[src/hw/rtl/rdc_pkg.sv]
// rdc_pkg: shared types, sizes and the microcode program of the radix digit converter
// used by rdc_div, rdc_seq and radix_digit_converter_unit; no dependencies
package rdc_pkg;

  localparam int unsigned VALUE_WIDTH = 31;
  localparam int unsigned STACK_DEPTH = 31;
  localparam int unsigned DIGIT_WIDTH = 8;
  localparam int unsigned RADIX_WIDTH = 8;
  localparam int unsigned CNT_W       = $clog2(STACK_DEPTH + 1);
  localparam int unsigned ADDR_W      = $clog2(STACK_DEPTH);
  localparam int unsigned ITER_W      = $clog2(VALUE_WIDTH + 1);
  localparam int unsigned STEP_W      = 4;

  localparam logic [RADIX_WIDTH-1:0] RADIX_MIN = RADIX_WIDTH'(2);

  typedef struct packed {
    logic [VALUE_WIDTH-1:0] value;
    logic [RADIX_WIDTH-1:0] radix;
  } rdc_in_t;

  typedef struct packed {
    logic [DIGIT_WIDTH-1:0] digit;
    logic                   has_digit;
    logic                   bad_radix;
    logic                   last;
  } rdc_out_t;

  // datapath operation of one step
  typedef enum logic [2:0] {
    OP_NOP,
    OP_LOAD,
    OP_DIV,
    OP_PUSH,
    OP_READ,
    OP_EMIT_DIGIT,
    OP_EMIT_BAD,
    OP_EMIT_ZERO
  } op_e;

  // jump condition of one step; no jump means fall through to the next step
  typedef enum logic [3:0] {
    COND_NEXT,
    COND_ALWAYS,
    COND_NO_INPUT,
    COND_BAD_RADIX,
    COND_ZERO,
    COND_DIV_BUSY,
    COND_QUOT_NZ,
    COND_OUT_BUSY,
    COND_STACK_NZ
  } cond_e;

  typedef logic [STEP_W-1:0] step_t;

  localparam step_t STEP_IDLE      = 4'd0;
  localparam step_t STEP_CHK_RADIX = 4'd1;
  localparam step_t STEP_CHK_ZERO  = 4'd2;
  localparam step_t STEP_DIV_START = 4'd3;
  localparam step_t STEP_DIV_WAIT  = 4'd4;
  localparam step_t STEP_PUSH      = 4'd5;
  localparam step_t STEP_POP_READ  = 4'd6;
  localparam step_t STEP_POP_EMIT  = 4'd7;
  localparam step_t STEP_POP_LOOP  = 4'd8;
  localparam step_t STEP_POP_DONE  = 4'd9;
  localparam step_t STEP_BAD_EMIT  = 4'd10;
  localparam step_t STEP_BAD_DONE  = 4'd11;
  localparam step_t STEP_ZERO_EMIT = 4'd12;
  localparam step_t STEP_ZERO_DONE = 4'd13;

  typedef struct packed {
    op_e   op;
    cond_e cond;
    step_t target;
  } ucode_t;

  // datapath flags the sequencer tests
  typedef struct packed {
    logic in_valid;
    logic bad_radix;
    logic zero;
    logic div_busy;
    logic quot_nz;
    logic out_busy;
    logic stack_nz;
  } seq_status_t;

  function automatic ucode_t ucode_rom(input step_t step);
    ucode_t w;
    unique case (step)
      STEP_IDLE:      w = '{op: OP_LOAD,       cond: COND_NO_INPUT,  target: STEP_IDLE};
      STEP_CHK_RADIX: w = '{op: OP_NOP,        cond: COND_BAD_RADIX, target: STEP_BAD_EMIT};
      STEP_CHK_ZERO:  w = '{op: OP_NOP,        cond: COND_ZERO,      target: STEP_ZERO_EMIT};
      STEP_DIV_START: w = '{op: OP_DIV,        cond: COND_NEXT,      target: STEP_IDLE};
      STEP_DIV_WAIT:  w = '{op: OP_NOP,        cond: COND_DIV_BUSY,  target: STEP_DIV_WAIT};
      STEP_PUSH:      w = '{op: OP_PUSH,       cond: COND_QUOT_NZ,   target: STEP_DIV_START};
      STEP_POP_READ:  w = '{op: OP_READ,       cond: COND_NEXT,      target: STEP_IDLE};
      STEP_POP_EMIT:  w = '{op: OP_EMIT_DIGIT, cond: COND_OUT_BUSY,  target: STEP_POP_EMIT};
      STEP_POP_LOOP:  w = '{op: OP_NOP,        cond: COND_STACK_NZ,  target: STEP_POP_READ};
      STEP_POP_DONE:  w = '{op: OP_NOP,        cond: COND_ALWAYS,    target: STEP_IDLE};
      STEP_BAD_EMIT:  w = '{op: OP_EMIT_BAD,   cond: COND_OUT_BUSY,  target: STEP_BAD_EMIT};
      STEP_BAD_DONE:  w = '{op: OP_NOP,        cond: COND_ALWAYS,    target: STEP_IDLE};
      STEP_ZERO_EMIT: w = '{op: OP_EMIT_ZERO,  cond: COND_OUT_BUSY,  target: STEP_ZERO_EMIT};
      STEP_ZERO_DONE: w = '{op: OP_NOP,        cond: COND_ALWAYS,    target: STEP_IDLE};
      default:        w = '{op: OP_NOP,        cond: COND_ALWAYS,    target: STEP_IDLE};
    endcase
    return w;
  endfunction

endpackage

[src/hw/rtl/rdc_ram.sv]
// rdc_ram: generic single-write, single-read RAM with registered read data
// no dependencies
module rdc_ram #(
  parameter int unsigned WIDTH = 8,
  parameter int unsigned DEPTH = 32
) (
  input  logic                     clk_i,
  input  logic                     we_i,
  input  logic [$clog2(DEPTH)-1:0] waddr_i,
  input  logic [WIDTH-1:0]         wdata_i,
  input  logic                     re_i,
  input  logic [$clog2(DEPTH)-1:0] raddr_i,
  output logic [WIDTH-1:0]         rdata_o
);

  logic [WIDTH-1:0] mem_q [DEPTH];
  logic [WIDTH-1:0] rdata_q;

  always_ff @(posedge clk_i) begin
    if (we_i) begin
      mem_q[waddr_i] <= wdata_i;
    end
    if (re_i) begin
      rdata_q <= mem_q[raddr_i];
    end
  end

  assign rdata_o = rdata_q;

endmodule

[src/hw/rtl/rdc_div.sv]
// rdc_div: restoring divider, one quotient bit per cycle, value by radix
// depends on rdc_pkg
module rdc_div
  import rdc_pkg::*;
(
  input  logic                   clk_i,
  input  logic                   rst_ni,
  input  logic                   start_i,
  input  logic [VALUE_WIDTH-1:0] dividend_i,
  input  logic [RADIX_WIDTH-1:0] divisor_i,
  output logic                   busy_o,
  output logic [VALUE_WIDTH-1:0] quot_o,
  output logic [RADIX_WIDTH-1:0] rem_o
);

  logic                   busy_q, busy_d;
  logic [ITER_W-1:0]      iter_q, iter_d;
  logic [VALUE_WIDTH-1:0] quot_q, quot_d;
  logic [RADIX_WIDTH-1:0] rem_q, rem_d;
  logic [RADIX_WIDTH-1:0] divisor_q, divisor_d;
  logic [RADIX_WIDTH:0]   rem_shift;
  logic [RADIX_WIDTH:0]   diff;
  logic                   ge;

  always_comb begin
    rem_shift = {rem_q, quot_q[VALUE_WIDTH-1]};
    ge        = rem_shift >= {1'b0, divisor_q};
    diff      = rem_shift - {1'b0, divisor_q};
    busy_d    = busy_q;
    iter_d    = iter_q;
    quot_d    = quot_q;
    rem_d     = rem_q;
    divisor_d = divisor_q;
    if (start_i) begin
      busy_d    = 1'b1;
      iter_d    = ITER_W'(VALUE_WIDTH);
      quot_d    = dividend_i;
      rem_d     = '0;
      divisor_d = divisor_i;
    end else if (busy_q) begin
      // remainder stays below the divisor, so it fits the low bits
      rem_d  = ge ? diff[RADIX_WIDTH-1:0] : rem_shift[RADIX_WIDTH-1:0];
      quot_d = {quot_q[VALUE_WIDTH-2:0], ge};
      iter_d = iter_q - ITER_W'(1);
      busy_d = iter_q != ITER_W'(1);
    end
  end

  always_ff @(posedge clk_i or negedge rst_ni) begin
    if (!rst_ni) begin
      busy_q <= 1'b0;
      iter_q <= '0;
    end else begin
      busy_q <= busy_d;
      iter_q <= iter_d;
    end
  end

  always_ff @(posedge clk_i) begin
    quot_q    <= quot_d;
    rem_q     <= rem_d;
    divisor_q <= divisor_d;
  end

  assign busy_o = busy_q;
  assign quot_o = quot_q;
  assign rem_o  = rem_q;

endmodule

[src/hw/rtl/rdc_seq.sv]
// rdc_seq: step counter and microcode table lookup with conditional jumps
// depends on rdc_pkg
module rdc_seq
  import rdc_pkg::*;
(
  input  logic        clk_i,
  input  logic        rst_ni,
  input  seq_status_t status_i,
  output ucode_t      ctrl_o,
  output step_t       step_o
);

  step_t  step_q, step_d;
  ucode_t ctrl;
  logic   take;

  always_comb begin
    ctrl = ucode_rom(step_q);
    unique case (ctrl.cond)
      COND_NEXT:      take = 1'b0;
      COND_ALWAYS:    take = 1'b1;
      COND_NO_INPUT:  take = !status_i.in_valid;
      COND_BAD_RADIX: take = status_i.bad_radix;
      COND_ZERO:      take = status_i.zero;
      COND_DIV_BUSY:  take = status_i.div_busy;
      COND_QUOT_NZ:   take = status_i.quot_nz;
      COND_OUT_BUSY:  take = status_i.out_busy;
      COND_STACK_NZ:  take = status_i.stack_nz;
      default:        take = 1'b1;
    endcase
    step_d = take ? ctrl.target : step_q + STEP_W'(1);
  end

  always_ff @(posedge clk_i or negedge rst_ni) begin
    if (!rst_ni) begin
      step_q <= STEP_IDLE;
    end else begin
      step_q <= step_d;
    end
  end

  assign ctrl_o = ctrl;
  assign step_o = step_q;

endmodule

[src/hw/rtl/radix_digit_converter_unit.sv]
// radix_digit_converter_unit: top level, datapath around the microcode sequencer
// depends on rdc_pkg, rdc_seq, rdc_div and rdc_ram
//
// Usage: one input word carries a value and a radix. The block answers with a
// run of output words, one digit each, most significant digit first, the final
// word of the run marked with last. A zero value gives a single word without a
// digit; a radix below 2 gives a single word with bad_radix set.
// Both channels use valid/stall; a word moves at an edge with valid high and
// stall low. in_stall_o is low only while the sequencer sits in its idle step.
// Each digit takes one pass through the bit-serial divider, and each pop
// passes through a read step and an emit step into the output register. The
// divider sets the pace.
// Stall: the output register holds its word while out_stall_i is high; the
// sequencer waits in its emit step. After the last word of a run, the loop
// and done steps come before the next input, only done for a bad radix or zero.
// Reset: asynchronous, active low; the block comes up idle with an empty
// output register. The digit store needs no clearing.
module radix_digit_converter_unit
  import rdc_pkg::*;
(
  input  logic     clk_i,
  input  logic     rst_ni,
  input  logic     in_valid_i,
  output logic     in_stall_o,
  input  rdc_in_t  in_i,
  output logic     out_valid_o,
  input  logic     out_stall_i,
  output rdc_out_t out_o
);

  ucode_t                 ctrl;
  step_t                  step;
  seq_status_t            status;
  logic                   in_accept;
  logic                   out_busy;
  logic [VALUE_WIDTH-1:0] value_q, value_d;
  logic [RADIX_WIDTH-1:0] radix_q, radix_d;
  logic [CNT_W-1:0]       cnt_q, cnt_d;
  logic                   out_valid_q, out_valid_d;
  rdc_out_t               out_q, out_d;
  logic                   div_start;
  logic                   div_busy;
  logic [VALUE_WIDTH-1:0] div_quot;
  logic [RADIX_WIDTH-1:0] div_rem;
  logic                   ram_we;
  logic                   ram_re;
  logic [ADDR_W-1:0]      ram_waddr;
  logic [ADDR_W-1:0]      ram_raddr;
  logic [CNT_W-1:0]       cnt_dec;
  logic [DIGIT_WIDTH-1:0] ram_rdata;

  rdc_seq u_seq (
    .clk_i    (clk_i),
    .rst_ni   (rst_ni),
    .status_i (status),
    .ctrl_o   (ctrl),
    .step_o   (step)
  );

  rdc_div u_div (
    .clk_i      (clk_i),
    .rst_ni     (rst_ni),
    .start_i    (div_start),
    .dividend_i (value_q),
    .divisor_i  (radix_q),
    .busy_o     (div_busy),
    .quot_o     (div_quot),
    .rem_o      (div_rem)
  );

  rdc_ram #(
    .WIDTH (DIGIT_WIDTH),
    .DEPTH (STACK_DEPTH)
  ) u_stack (
    .clk_i   (clk_i),
    .we_i    (ram_we),
    .waddr_i (ram_waddr),
    .wdata_i (div_rem),
    .re_i    (ram_re),
    .raddr_i (ram_raddr),
    .rdata_o (ram_rdata)
  );

  assign in_stall_o = ctrl.op != OP_LOAD;
  assign in_accept  = in_valid_i && !in_stall_o;
  assign out_busy   = out_valid_q && out_stall_i;
  assign div_start  = ctrl.op == OP_DIV;
  assign cnt_dec    = cnt_q - CNT_W'(1);

  // pushes beyond the stack depth are dropped
  assign ram_we    = (ctrl.op == OP_PUSH) && (cnt_q < CNT_W'(STACK_DEPTH));
  assign ram_waddr = cnt_q[ADDR_W-1:0];
  assign ram_re    = ctrl.op == OP_READ;
  assign ram_raddr = cnt_dec[ADDR_W-1:0];

  always_comb begin
    status.in_valid  = in_valid_i;
    status.bad_radix = radix_q < RADIX_MIN;
    status.zero      = value_q == '0;
    status.div_busy  = div_busy;
    status.quot_nz   = div_quot != '0;
    status.out_busy  = out_busy;
    status.stack_nz  = cnt_q != '0;
  end

  always_comb begin
    value_d     = value_q;
    radix_d     = radix_q;
    cnt_d       = cnt_q;
    out_valid_d = out_valid_q && out_stall_i;
    out_d       = out_q;
    case (ctrl.op) inside
      OP_LOAD: begin
        if (in_accept) begin
          value_d = in_i.value;
          radix_d = in_i.radix;
          cnt_d   = '0;
        end
      end
      OP_PUSH: begin
        value_d = div_quot;
        if (ram_we) begin
          cnt_d = cnt_q + CNT_W'(1);
        end
      end
      OP_READ: cnt_d = cnt_dec;
      OP_EMIT_DIGIT, OP_EMIT_BAD, OP_EMIT_ZERO: begin
        if (!out_busy) begin
          out_valid_d     = 1'b1;
          out_d.digit     = (ctrl.op == OP_EMIT_DIGIT) ? ram_rdata : '0;
          out_d.has_digit = ctrl.op == OP_EMIT_DIGIT;
          out_d.bad_radix = ctrl.op == OP_EMIT_BAD;
          // count was already lowered by the read step
          out_d.last      = (ctrl.op != OP_EMIT_DIGIT) || (cnt_q == '0);
        end
      end
      default: ;
    endcase
  end

  always_ff @(posedge clk_i or negedge rst_ni) begin
    if (!rst_ni) begin
      cnt_q       <= '0;
      out_valid_q <= 1'b0;
    end else begin
      cnt_q       <= cnt_d;
      out_valid_q <= out_valid_d;
    end
  end

  always_ff @(posedge clk_i) begin
    value_q <= value_d;
    radix_q <= radix_d;
    out_q   <= out_d;
  end

  assign out_valid_o = out_valid_q;
  assign out_o       = out_q;

`ifndef SYNTHESIS
  a_accept_to_check: assert property (@(posedge clk_i) disable iff (!rst_ni)
    in_accept |=> step == STEP_CHK_RADIX)
    else $error("accepted word did not start the radix check");

  a_cnt_in_range: assert property (@(posedge clk_i) disable iff (!rst_ni)
    cnt_q <= CNT_W'(STACK_DEPTH))
    else $error("digit count beyond stack depth");

  a_div_start_idle: assert property (@(posedge clk_i) disable iff (!rst_ni)
    div_start |-> !div_busy)
    else $error("divider restarted while busy");

  a_bad_word_form: assert property (@(posedge clk_i) disable iff (!rst_ni)
    (out_valid_o && out_o.bad_radix) |-> (out_o.last && !out_o.has_digit))
    else $error("bad radix word not a single last word");

  a_read_nonempty: assert property (@(posedge clk_i) disable iff (!rst_ni)
    ram_re |-> cnt_q != '0)
    else $error("pop from empty digit stack");
`endif

endmodule
[config.mk]
export PLATFORM = sky130hd
export DESIGN_NAME = radix_digit_converter_unit
export DESIGN_NICKNAME = d
export VERILOG_FILES = /design/src/hw/rtl/rdc_pkg.sv /design/src/hw/rtl/rdc_ram.sv /design/src/hw/rtl/rdc_div.sv /design/src/hw/rtl/rdc_seq.sv /design/src/hw/rtl/radix_digit_converter_unit.sv
export SDC_FILE = /design/constraint.sdc
export NUM_CORES = 1
export LEC_CHECK = 0
export BUFFER_PORTS_ARGS = -buffer_cell sky130_fd_sc_hd__buf_2
export CAP_MARGIN = 10
export CORE_UTILIZATION = 66
export DETAILED_ROUTE_END_ITERATION = 12
export PLACE_DENSITY_LB_ADDON = 0.15
export SLEW_MARGIN = 20
export SYNTH_ARGS = -nofsm -noshare
export SYNTH_HDL_FRONTEND = slang
export SYNTH_SLANG_ARGS = --single-unit
[constraint.sdc]
create_clock -name clk_i -period 9.3 [get_ports clk_i]
set_input_delay 0.93 -clock clk_i [delete_from_list [all_inputs] [get_ports clk_i]]
set_output_delay 0.93 -clock clk_i [all_outputs]
set_load 0.02 [all_outputs]
==> results.py, run 1 <==
metrics = {
    "logic_synthesis": {
        "yosysWarningCount": 0,
        "postSynth.asyncResetShare": 0.0434,
        "mappedNetlistArea_um2": 15600,
        "ys_ff_latch": 369,
        "synth_area_per_cell_um2": 15.6,
        "ys_seq_area_frac": 0.702,
        "ys.flop_type": "edfxtp_1",
        "synth_nets": 1060,
        "synth_edf_count": 345,
        "synth_cell_types": 61,
        "syn_inst": 995,
    },
    "sta": {
        "finalSetupTns_ns": 0,
        "rsz0062_at_grt": "false",
        "finalMaxSlewViolations": 0,
        "clock_skew_ns": 0.0181,
        "fin_crit_sh": 0.417,
        "timing_worst_slew_pin_value_ns": 1.03,
        "hold_violations": 0,
        "slew-limit-headroom": 0.307,
        "min_period_ns": 3.88,
        "fin_ws_ns": 5.42,
        "finalSetupViolCount": 0,
        "max_freq_mhz": 258,
        "timing.hold.ws_ns": 0.343,
    },
    "clock_network": {
        "cts_tree": "done",
        "post_cts_resized": 0,
        "htreeDepth": 2,
        "cts-root-buf": "clkbuf_16",
        "cts_num_sinks": 369,
        "hold_buffers": 0,
        "cts_setup_buffers": 0,
        "cts_made_buffers": 37,
        "path_clk_slew_ns": 0.06,
        "insertion_delay_ns": 0.52,
        "cts_buffer_depth": 3,
    },
    "place": {
        "dp_hpwl_mm": 20.2,
        "placed_area_um2": 16200,
        "pre_cts_ws_ns": 5.57,
        "routabilityCongestion": 0.847,
        "io_buffers": 55,
    },
    "setup_path": {
        "timing.rr.start": "cnt_q[0]$_DFFE_PN0P_",
        "worstPathRequired_ns": 8.37,
        "crit_path_max_fanout": 34,
        "cp.arrival_ns": 2.95,
        "worstSetupPathType": "flop to output port",
        "crit_path_start": "u_seq.step_o[0]$_DFFE_PN0P_",
        "cp-start-kind": "flop",
        "r2r_slack_ns": 5.52,
        "crit_path_end_kind": "output port",
        "endpoint": "in_stall_o",
        "reg2reg_to": "u_stack.rdata_o[7]$_DFFE_PP_",
        "ff2ff_path_depth": 6,
    },
    "route": {
        "post-route-drc-count": 0,
        "dr.pass1.iters": 5,
        "wl_per_cell_um": 24.3,
        "drt_iter0_drc": 941,
        "finalWirelength_mm": 34.2,
        "antenna_left": 0,
        "vias": 8889,
        "vias_per_cell": 6.33,
    },
    "layout": {
        "layout_commonest_cell": "edfxtp_1",
        "syn_to_final_growth_pct": 11.7,
        "fin_area_um2": 17400,
        "drive_gt1_frac": 0.209,
        "fillerInstances": 1311,
        "layout_common_cells": "edfxtp_1, nand2_1, mux4_2, nor2_1, buf_2",
        "nNetsFinal": 1127,
    },
    "global_route": {
        "grt_start_max_net_pins": 52,
        "grt-ovfl-total": 0,
        "track_usage": 0.293,
        "grt_first_pass_wirelength_mm": 51.4,
        "grt_pass1_vias": 8589,
        "antenna_found_initial": 5,
    },
    "die": {
        "die_w_um": 156,
        "rows": 55,
        "die_h_um": 156,
        "io_pins": 56,
        "core_um2": 22800,
        "start_util": 0.681,
        "die-area_um2": 24200,
    },
    "pwr": {
        "irDropWorstVdd_uv": 317,
        "power_leakage_nw": 6.18,
        "powerDensity_nw_per_um2": 387,
    },
    "worst_hold_path": {
        "worstHoldPathType": "input pin to asynchronous set/reset pin",
    },
    "job": {
        "drv_cap": 0,
    },
    "status": {
        "status": "completed",
    },
}
## through the flow
| step | utilization | instances | power [mW] |
|---|---|---|---|
| CTS | 0.760 | 1402 | 6.73 |
| finish | 0.761 | 1404 | 6.74 |
| global route | 0.761 | 1402 | 7.05 |
| floorplan | - | 995 | 4.49 |
| global placement | 0.707 | 1336 | 5.12 |
| detailed placement | 0.707 | 1336 | 5.20 |
## where the power goes
group	total [mW]	internal (mW)	switching, mW
Sequential	2.73	2.38	0.349
Clock	1.49	0.880	0.606
Combinational	2.52	1.07	1.44
Total	6.74	4.34	2.40
## worst max-delay path, cell delays in order (launching register included)
cell	delay, ns
dfrtp_1	0.52
inv_1	0.21
ha_1	0.31
mux4_2	0.55
nor3_4	0.20
buf_4	0.37
inv_1	0.10
buf_2	0.18
## registers in the layout (all words and copies together) (netlist names)
name	cells
u_div.busy_o	1
out_valid_o	1
value_q	31
out_o	11
u_div.divisor_q	8
u_stack.rdata_o	8
u_div.quot_o	31
u_seq.step_o	4
u_stack.mem_q	248
u_div.rem_o	8
u_div.iter_q	5
cnt_q	5
radix_q	8
## routing by layer
| metal | vias to the layer above | track usage | wire [um] |
|---|---|---|---|
| met5 | - | 0 | 0 |
| met4 | 0 | 0.0985 | 1020 |
| met3 | 70 | 0.0719 | 3410 |
| met2 | 437 | 0.447 | 16100 |
| met1 | 4485 | 0.423 | 13600 |
| li1 | 3897 | - | - |
## worst min-delay path by stage
stage	start	to	slack, ns	cells past startpoint
after detailed placement	radix_q[0]$_DFFE_PP_	u_div.divisor_q[0]$_DFFE_PP_	0.41	0
after CTS	rst_ni	u_seq.step_o[1]$_DFF_PN0_	0.34	1
after global placement	radix_q[0]$_DFFE_PP_	u_div.divisor_q[0]$_DFFE_PP_	0.40	0
after global routing	rst_ni	out_valid_o$_DFF_PN0_	0.36	1
final	rst_ni	u_div.iter_q[4]$_DFFE_PN0P_	0.34	1
after floorplan	radix_q[0]$_DFFE_PP_	u_div.divisor_q[0]$_DFFE_PP_	0.40	0
## Yosys cell counts, types with 2 or more instances
master / instances / area, um^2
a21oi_1: 27 / 135
a22o_1: 2 / 17.5
a31oi_1: 3 / 18.8
and2_1: 8 / 50.1
and3_1: 2 / 12.5
buf_2: 16 / 80.1
buf_6: 3 / 33.8
clkbuf_1: 22 / 82.6
dfrtp_1: 16 / 400
dfxtp_1: 8 / 160
edfxtp_1: 345 / 10400
ha_1: 21 / 263
inv_1: 28 / 105
mux2_2: 8 / 90.1
mux2i_1: 20 / 200
mux4_2: 74 / 1670
nand2_1: 209 / 785
nand2b_1: 7 / 43.8
nand3_1: 5 / 25.0
nand3b_1: 4 / 30.0
nand4_1: 4 / 25.0
nor2_1: 59 / 221
nor2b_1: 3 / 18.8
nor3_1: 12 / 60.1
nor4_1: 16 / 100
nor4b_1: 2 / 17.5
o211ai_1: 2 / 15.0
o21ai_0: 22 / 110
o32ai_1: 2 / 17.5
o41ai_1: 3 / 26.3
or3b_2: 2 / 17.5
xnor2_1: 9 / 78.8
xor2_1: 3 / 26.3
## cell families (layout without fill, tap and decap cells)
family                   Yosys count  in the layout  share of synthesized area
flip-flops                       369            369                      0.702
AND/OR/NAND/NOR                  342            342                     0.0954
multiplexers                     104            104                      0.128
buffers and inverters             70            164                     0.0199
AO/OA/AOI/OAI                     76             76                     0.0305
XOR/XNOR                          12             12                    0.00675
other                              0              2                          0
adder cells (fa/ha/maj)           22             22                     0.0182
## final cells by class
class,count,area (um^2),share of cell area
antenna,2,5.00,0.000288
clock buffer,50,1020,0.0584
clock inverter,16,191,0.0110
inverter,28,105,0.00604
multi-input combinational,556,4360,0.251
sequential,369,10900,0.629
tap,313,392,0.0225
timing repair buffer,70,388,0.0223
(Power assumes the default switching activity.)
==> run 2: changes to the inputs <==
ABC_AREA = 1   (was default)
CORE_UTILIZATION = 56   (was 66)
clock period = 3.3 ns   (was 9.3 ns; I/O delays follow)
==> run 2 against run 1 <==
Against the previous run: setup slack worse by 5.0 ns; register-to-register slack worse by 5.1 ns; cell count is 36% higher.
==> results.py, run 2 <==
metrics = {
    "die": {
        "die_w_um": 172,
        "die-area_um2": 29500,
        "start_util": 0.574,
        "die_h_um": 172,
        "core_um2": 28100,
        "io_pins": 56,
        "rows": 61,
    },
    "clock_network": {
        "path_clk_slew_ns": 0.06,
        "cts_buffer_depth": 3,
        "insertion_delay_ns": 0.53,
        "htreeDepth": 2,
        "cts_tree": "done",
        "cts_num_sinks": 369,
        "cts_made_buffers": 38,
        "cts-root-buf": "clkbuf_16",
        "cts_setup_buffers": 0,
    },
    "global_route": {
        "track_usage": 0.257,
        "grt_util_met3": 0.0354,
        "antenna_found_initial": 0,
        "grt_start_max_net_pins": 81,
        "grt_pass1_vias": 10400,
        "grt-ovfl-total": 0,
        "grtUsageMet2": 0.398,
        "top_usage_layer": "met2",
        "grt_first_pass_wirelength_mm": 56.8,
        "grt_use_met1": 0.368,
    },
    "place": {
        "placed_area_um2": 16800,
        "dp_hpwl_mm": 23.1,
        "routabilityCongestion": 0.877,
        "io_buffers": 55,
    },
    "pwr": {
        "clkPwrFrac": 0.203,
        "seqPwrFrac": 0.362,
        "power_frac_comb": 0.436,
        "sw_frac_of_total": 0.420,
        "intPower_mw": 11.9,
        "powerDensity_nw_per_um2": 1130,
        "p_switching_mw": 8.60,
        "power_leakage_nw": 6.90,
        "irDropWorstVdd_uv": 696,
    },
    "logic_synthesis": {
        "synth_cell_types": 44,
        "syn_inst": 1419,
        "ys_seq_area_frac": 0.677,
        "ys_top_cells_by_area": "edfxtp_1, nand2_1, nor2_1",
        "synth_edf_count": 345,
        "yosysTopAreaCell": "edfxtp_1",
        "synth_area_per_cell_um2": 11.4,
        "mappedNetlistArea_um2": 16100,
        "ys_ff_latch": 369,
        "synth_most_common_cell": "edfxtp_1",
        "synth_top_cells_by_count": "edfxtp_1, nand2_1, nor2_1",
        "synth_nets": 1484,
        "postSynth.asyncResetShare": 0.0434,
        "yosysTopAreaCellShare": 0.643,
        "ys.flop_type": "edfxtp_1",
        "yosysWarningCount": 0,
    },
    "setup_path": {
        "cp-start-kind": "flop",
        "crit_path_end_kind": "flop",
        "worstSetupPathType": "flop to flop",
        "crit_path_max_fanout": 8,
        "worstPathRequired_ns": 3.45,
        "cp.arrival_ns": 3.03,
    },
    "worst_hold_path": {
        "worstHoldPathType": "input pin to flop",
    },
    "sta": {
        "timing_worst_slew_pin_value_ns": 0.897,
        "hold_violations": 0,
        "finalSetupTns_ns": 0,
        "clock_skew_ns": 0.0235,
        "fin_crit_sh": 0.872,
        "slew-limit-headroom": 0.400,
        "rsz0062_at_grt": "false",
        "finalMaxSlewViolations": 0,
        "max_freq_mhz": 347,
        "finalSetupViolCount": 0,
        "min_period_ns": 2.88,
    },
    "route": {
        "finalWirelength_mm": 36.6,
        "dr.pass1.iters": 5,
        "antenna_left": 0,
        "wl_per_cell_um": 19.2,
        "post-route-drc-count": 0,
        "drt_iter0_drc": 1126,
        "vias_per_cell": 5.74,
        "vias": 10900,
    },
    "job": {
        "drv_cap": 0,
    },
    "layout": {
        "drive_gt1_frac": 0.123,
        "largest_reg_flops": 248,
        "fin_area_um2": 18100,
        "fillerInstances": 2182,
        "antennaDiodeCount": 0,
        "layout_commonest_cell": "edfxtp_1",
        "syn_to_final_growth_pct": 12.5,
        "layout_common_cells": "edfxtp_1, nand2_1, nor2_1, o21ai_0, inv_1",
        "top_register": "u_stack.mem_q",
        "nNetsFinal": 1561,
    },
    "status": {
        "status": "completed",
    },
}
[run 2: cell types whose count changed after synthesis, moves of 26 or more]
| cell | change |
|---|---|
| inv_1 | +46 |
| mux4_2 | -74 |
| nand2_1 | +91 |
| nand3_1 | +48 |
| nor2_1 | +155 |
| o21ai_0 | +118 |
| o21ai_1 | +26 |
| o221ai_1 | +42 |
[run 2: routing by layer]
layer / up-vias / part of all wire
met5: - / 0
met4: 0 / 0.031
met3: 82 / 0.076
met2: 474 / 0.46
met1: 5233 / 0.43
li1: 5137 / -
[run 2: power groups by stage]
stage               sequential, mW  combinational, mW  clock (mW)
finish                        7.41               8.92        4.15
global placement              7.48               8.72           0
detailed placement            7.49               8.81           0
global route                  7.51               9.92        4.35
floorplan                     7.51               6.07           0
CTS                           7.40               8.86        4.20
[run 2: worst paths after layout]
path                                                 from  depth (start not counted)  slack (ns)                             end
worst max-delay path            u_seq.step_o[1]$_DFF_PN0_                         11        0.42  u_stack.mem_q[29][0]$_DFFE_PP_
worst min-delay path                          out_stall_i                          3        0.04           out_valid_o$_DFF_PN0_
worst max register to register  u_seq.step_o[1]$_DFF_PN0_                         11        0.42  u_stack.mem_q[29][0]$_DFFE_PP_
worst min register to register       radix_q[0]$_DFFE_PP_                          0        0.42    u_div.divisor_q[0]$_DFFE_PP_
max in group asynchronous                          rst_ni                          2        2.73            cnt_q[0]$_DFFE_PN0P_
min in group asynchronous                          rst_ni                          2        0.27            cnt_q[0]$_DFFE_PN0P_
[run 2: cells by family (layout without fill, tap and decap cells)]
| kind of cell | count (synthesis) | count (layout) | share of synthesized area |
|---|---|---|---|
| adders and majority gates | 22 | 22 | 0.0175 |
| AOI/OAI and AO/OA | 257 | 257 | 0.0952 |
| buffers and inverters | 151 | 257 | 0.0422 |
| DFF | 369 | 369 | 0.677 |
| xor gates and xnor gates | 15 | 15 | 0.0102 |
| and+or+nand+nor | 605 | 605 | 0.157 |
[run 2: final cells by class]
cell class / count / area [um^2] / area share
flip-flops and latches: 369 / 10900 / 0.602
multi-input cells: 899 / 4520 / 0.249
clock buffers: 51 / 1030 / 0.0568
repair buffers: 103 / 671 / 0.0370
well taps: 378 / 473 / 0.0261
inverters: 85 / 330 / 0.0182
clock inverters: 18 / 184 / 0.0101
[run 2: what timing repair did]
item / CTS / global route
endpoints found under the hold margin: 24 / 0
hold buffers: 9 / 0
gates resized for setup: 0 / 0
[run 2: per-stage QoR]
stage | utilization | worst slack, ns | instances | hold slack (ns) | power, mW
floorplan | - | 0.118 | 1419 | 0.0344 | 13.6
global placement | 0.599 | 0.577 | 1825 | 0.270 | 16.2
detailed placement | 0.599 | 0.429 | 1825 | 0.274 | 16.3
CTS | 0.646 | 0.403 | 1903 | 0.0304 | 20.5
global route | 0.646 | 0.254 | 1903 | 0.0519 | 21.8
finish | 0.646 | 0.422 | 1903 | 0.0410 | 20.5
[run 2: critical path: stages, from the launching register on]
cell,delay [ns]
dfrtp_1,0.48
inv_1,0.13
ha_1,0.23
nand3_2,0.13
nand2_4,0.09
a21oi_4,0.23
nand2_2,0.15
nor2_4,0.14
nand2_4,0.09
inv_6,0.10
nand2_4,0.12
nor2_1,0.62
==> run 3: changes to the inputs <==
CORE_MARGIN = 8   (was default)
CORE_UTILIZATION = 62   (was 56)
clock period = 2.9 ns   (was 3.3 ns; I/O delays follow)
==> run 3 against run 2 <==
Against the previous run: count of clock-buffer cells in the layout unchanged; hold slack got worse by 0.0041 ns; global-route usage fell by 1.6 points; clock skew fell by 0.0061 ns; core utilization increased by 6.2 points; clock power is 12% higher; sequential power is 13% higher; critical path type is now flop to output port; critical endpoint is now in_stall_o.
==> results.py, run 3 (synthesis results as in run 2) <==
metrics = {
    "status": {
        "status": "completed",
    },
    "route": {
        "vias": 11100,
        "antenna_left": 0,
        "vias_per_cell": 5.91,
        "dr.pass1.iters": 5,
        "finalWirelength_mm": 37.4,
        "wl_per_cell_um": 19.9,
        "post-route-drc-count": 0,
        "drt_iter0_drc": 1036,
    },
    "worst_hold_path": {
        "worstHoldPathType": "input pin to flop",
    },
    "global_route": {
        "antenna_found_initial": 0,
        "grt_pass1_vias": 11200,
        "grt_first_pass_wirelength_mm": 59.6,
        "grt-ovfl-total": 0,
        "track_usage": 0.240,
        "grt_start_max_net_pins": 76,
    },
    "layout": {
        "drive_gt1_frac": 0.135,
        "fin_area_um2": 18200,
        "layout_commonest_cell": "edfxtp_1",
        "fin_cells": 1881,
        "largest_reg_flops": 248,
        "syn_to_final_growth_pct": 13.1,
        "top_register": "u_stack.mem_q",
        "nNetsFinal": 1583,
        "layout_common_cells": "edfxtp_1, nand2_1, nor2_1, o21ai_0, inv_1",
        "antennaDiodeCount": 0,
    },
    "setup_path": {
        "worstPathRequired_ns": 2.61,
        "crit_path_max_fanout": 12,
        "endpoint": "in_stall_o",
        "ff2ff_path_depth": 12,
        "timing.rr.start": "u_seq.step_o[1]$_DFF_PN0_",
        "r2r_slack_ns": 0.27,
        "cp-start-kind": "flop",
        "cp.arrival_ns": 2.46,
        "worstSetupPathType": "flop to output port",
        "reg2reg_to": "u_stack.mem_q[28][7]$_DFFE_PP_",
        "crit_path_start": "u_seq.step_o[1]$_DFF_PN0_",
        "crit_path_end_kind": "output port",
    },
    "die": {
        "start_util": 0.626,
        "rows": 59,
        "die_h_um": 177,
        "core_um2": 25800,
        "die-area_um2": 31400,
        "die_w_um": 177,
        "io_pins": 56,
    },
    "pwr": {
        "seqPwrFrac": 0.358,
        "clkPwrFrac": 0.199,
        "power_leakage_nw": 7.01,
        "sw_frac_of_total": 0.420,
        "irDropWorstVdd_uv": 841,
        "power_frac_comb": 0.443,
        "power_mw": 23.4,
        "p_switching_mw": 9.81,
        "powerDensity_nw_per_um2": 1280,
        "intPower_mw": 13.5,
    },
    "sta": {
        "min_period_ns": 2.75,
        "hold_violations": 0,
        "clock_skew_ns": 0.0174,
        "finalSetupTns_ns": 0,
        "rsz0062_at_grt": "false",
        "fin_crit_sh": 0.950,
        "finalMaxSlewViolations": 0,
        "fin_ws_ns": 0.146,
        "max_freq_mhz": 363,
        "slew-limit-headroom": 0.353,
        "timing_worst_slew_pin_value_ns": 0.968,
        "finalSetupViolCount": 0,
    },
    "place": {
        "dp_hpwl_mm": 23.5,
        "io_buffers": 55,
        "routabilityCongestion": 0.918,
        "placed_area_um2": 17000,
        "pre_cts_ws_ns": 0.267,
        "placed_cells": 1803,
    },
    "clock_network": {
        "path_clk_slew_ns": 0.06,
        "cts_tree": "done",
        "cts_buffer_depth": 3,
        "insertion_delay_ns": 0.52,
        "htreeDepth": 2,
        "cts_made_buffers": 38,
        "cts-root-buf": "clkbuf_16",
        "cts_num_sinks": 369,
    },
    "job": {
        "drv_cap": 0,
    },
}
run 3: cell types whose count changed in the layout (fill, tap and decap cells not counted), sizes merged:
cell         before  now
buf              94  115
inv              84   86
bufinv            3    2
clkinv           14   13
clkinvlp          2    1
dlygate4sd3       9   10
run 3: layout make-up:
cell class                 count  area [um^2]
inverter                      85          330
sequential                   369        10900
clock inverter                17          139
fill                        1829         7530
multi-input combinational    899         4520
tap                          335          419
clock buffer                  51         1030
timing repair buffer         125          863
run 3: timing repair:
| action | CTS | global route |
|---|---|---|
| setup buffers | 0 | 0 |
| hold endpoints to repair | 25 | 0 |
| resized for setup | 0 | 0 |
| hold buffers | 10 | 0 |
run 3: worst max-delay path: stages (launching register included):
cell and delay [ns]:
dfrtp_1 0.50, inv_1 0.15, ha_1 0.23, nand3_2 0.13, nand2_4 0.09, a21oi_4 0.23, nand3_4 0.22, buf_4 0.24
buf_2 0.16
run 3: worst min-delay path by stage:
stage	from	depth (start not counted)	to	slack, ns
6_report	in_i[35]	3	value_q[27]$_DFFE_PP_	0.04
5_1_grt	in_i[35]	3	value_q[27]$_DFFE_PP_	0.03
3_3_place_gp	rst_ni	1	u_seq.step_o[2]$_DFF_PN0_	0.24
4_1_cts	in_i[36]	3	value_q[28]$_DFFE_PP_	0.02
2_1_floorplan	rst_ni	0	cnt_q[0]$_DFFE_PN0P_	-0.006
3_5_place_dp	rst_ni	1	u_seq.step_o[2]$_DFF_PN0_	0.24
run 3: routing by layer:
metal	GRT usage	vias up	part of all wire
met5	0	-	0
met3	0.0320	90	0.067
met2	0.396	484	0.49
met1	0.322	5359	0.41
met4	0.0932	0	0.035
li1	-	5176	-
run 3: power groups by stage:
stage	Sequential, mW	Combinational, mW	Clock [mW]
4_1_cts	8.36	10.3	4.68
6_report	8.37	10.3	4.64
5_1_grt	8.47	11.4	4.88
2_1_floorplan	8.54	6.92	0
3_3_place_gp	8.43	9.99	0
3_5_place_dp	8.46	10.2	0
run 3: through the flow:
stage                      util  hold slack [ns]
after floorplan               -         -0.00559
after global placement    0.658            0.237
after detailed placement  0.658            0.237
after CTS                 0.708           0.0193
after global routing      0.708           0.0285
final                     0.708           0.0369
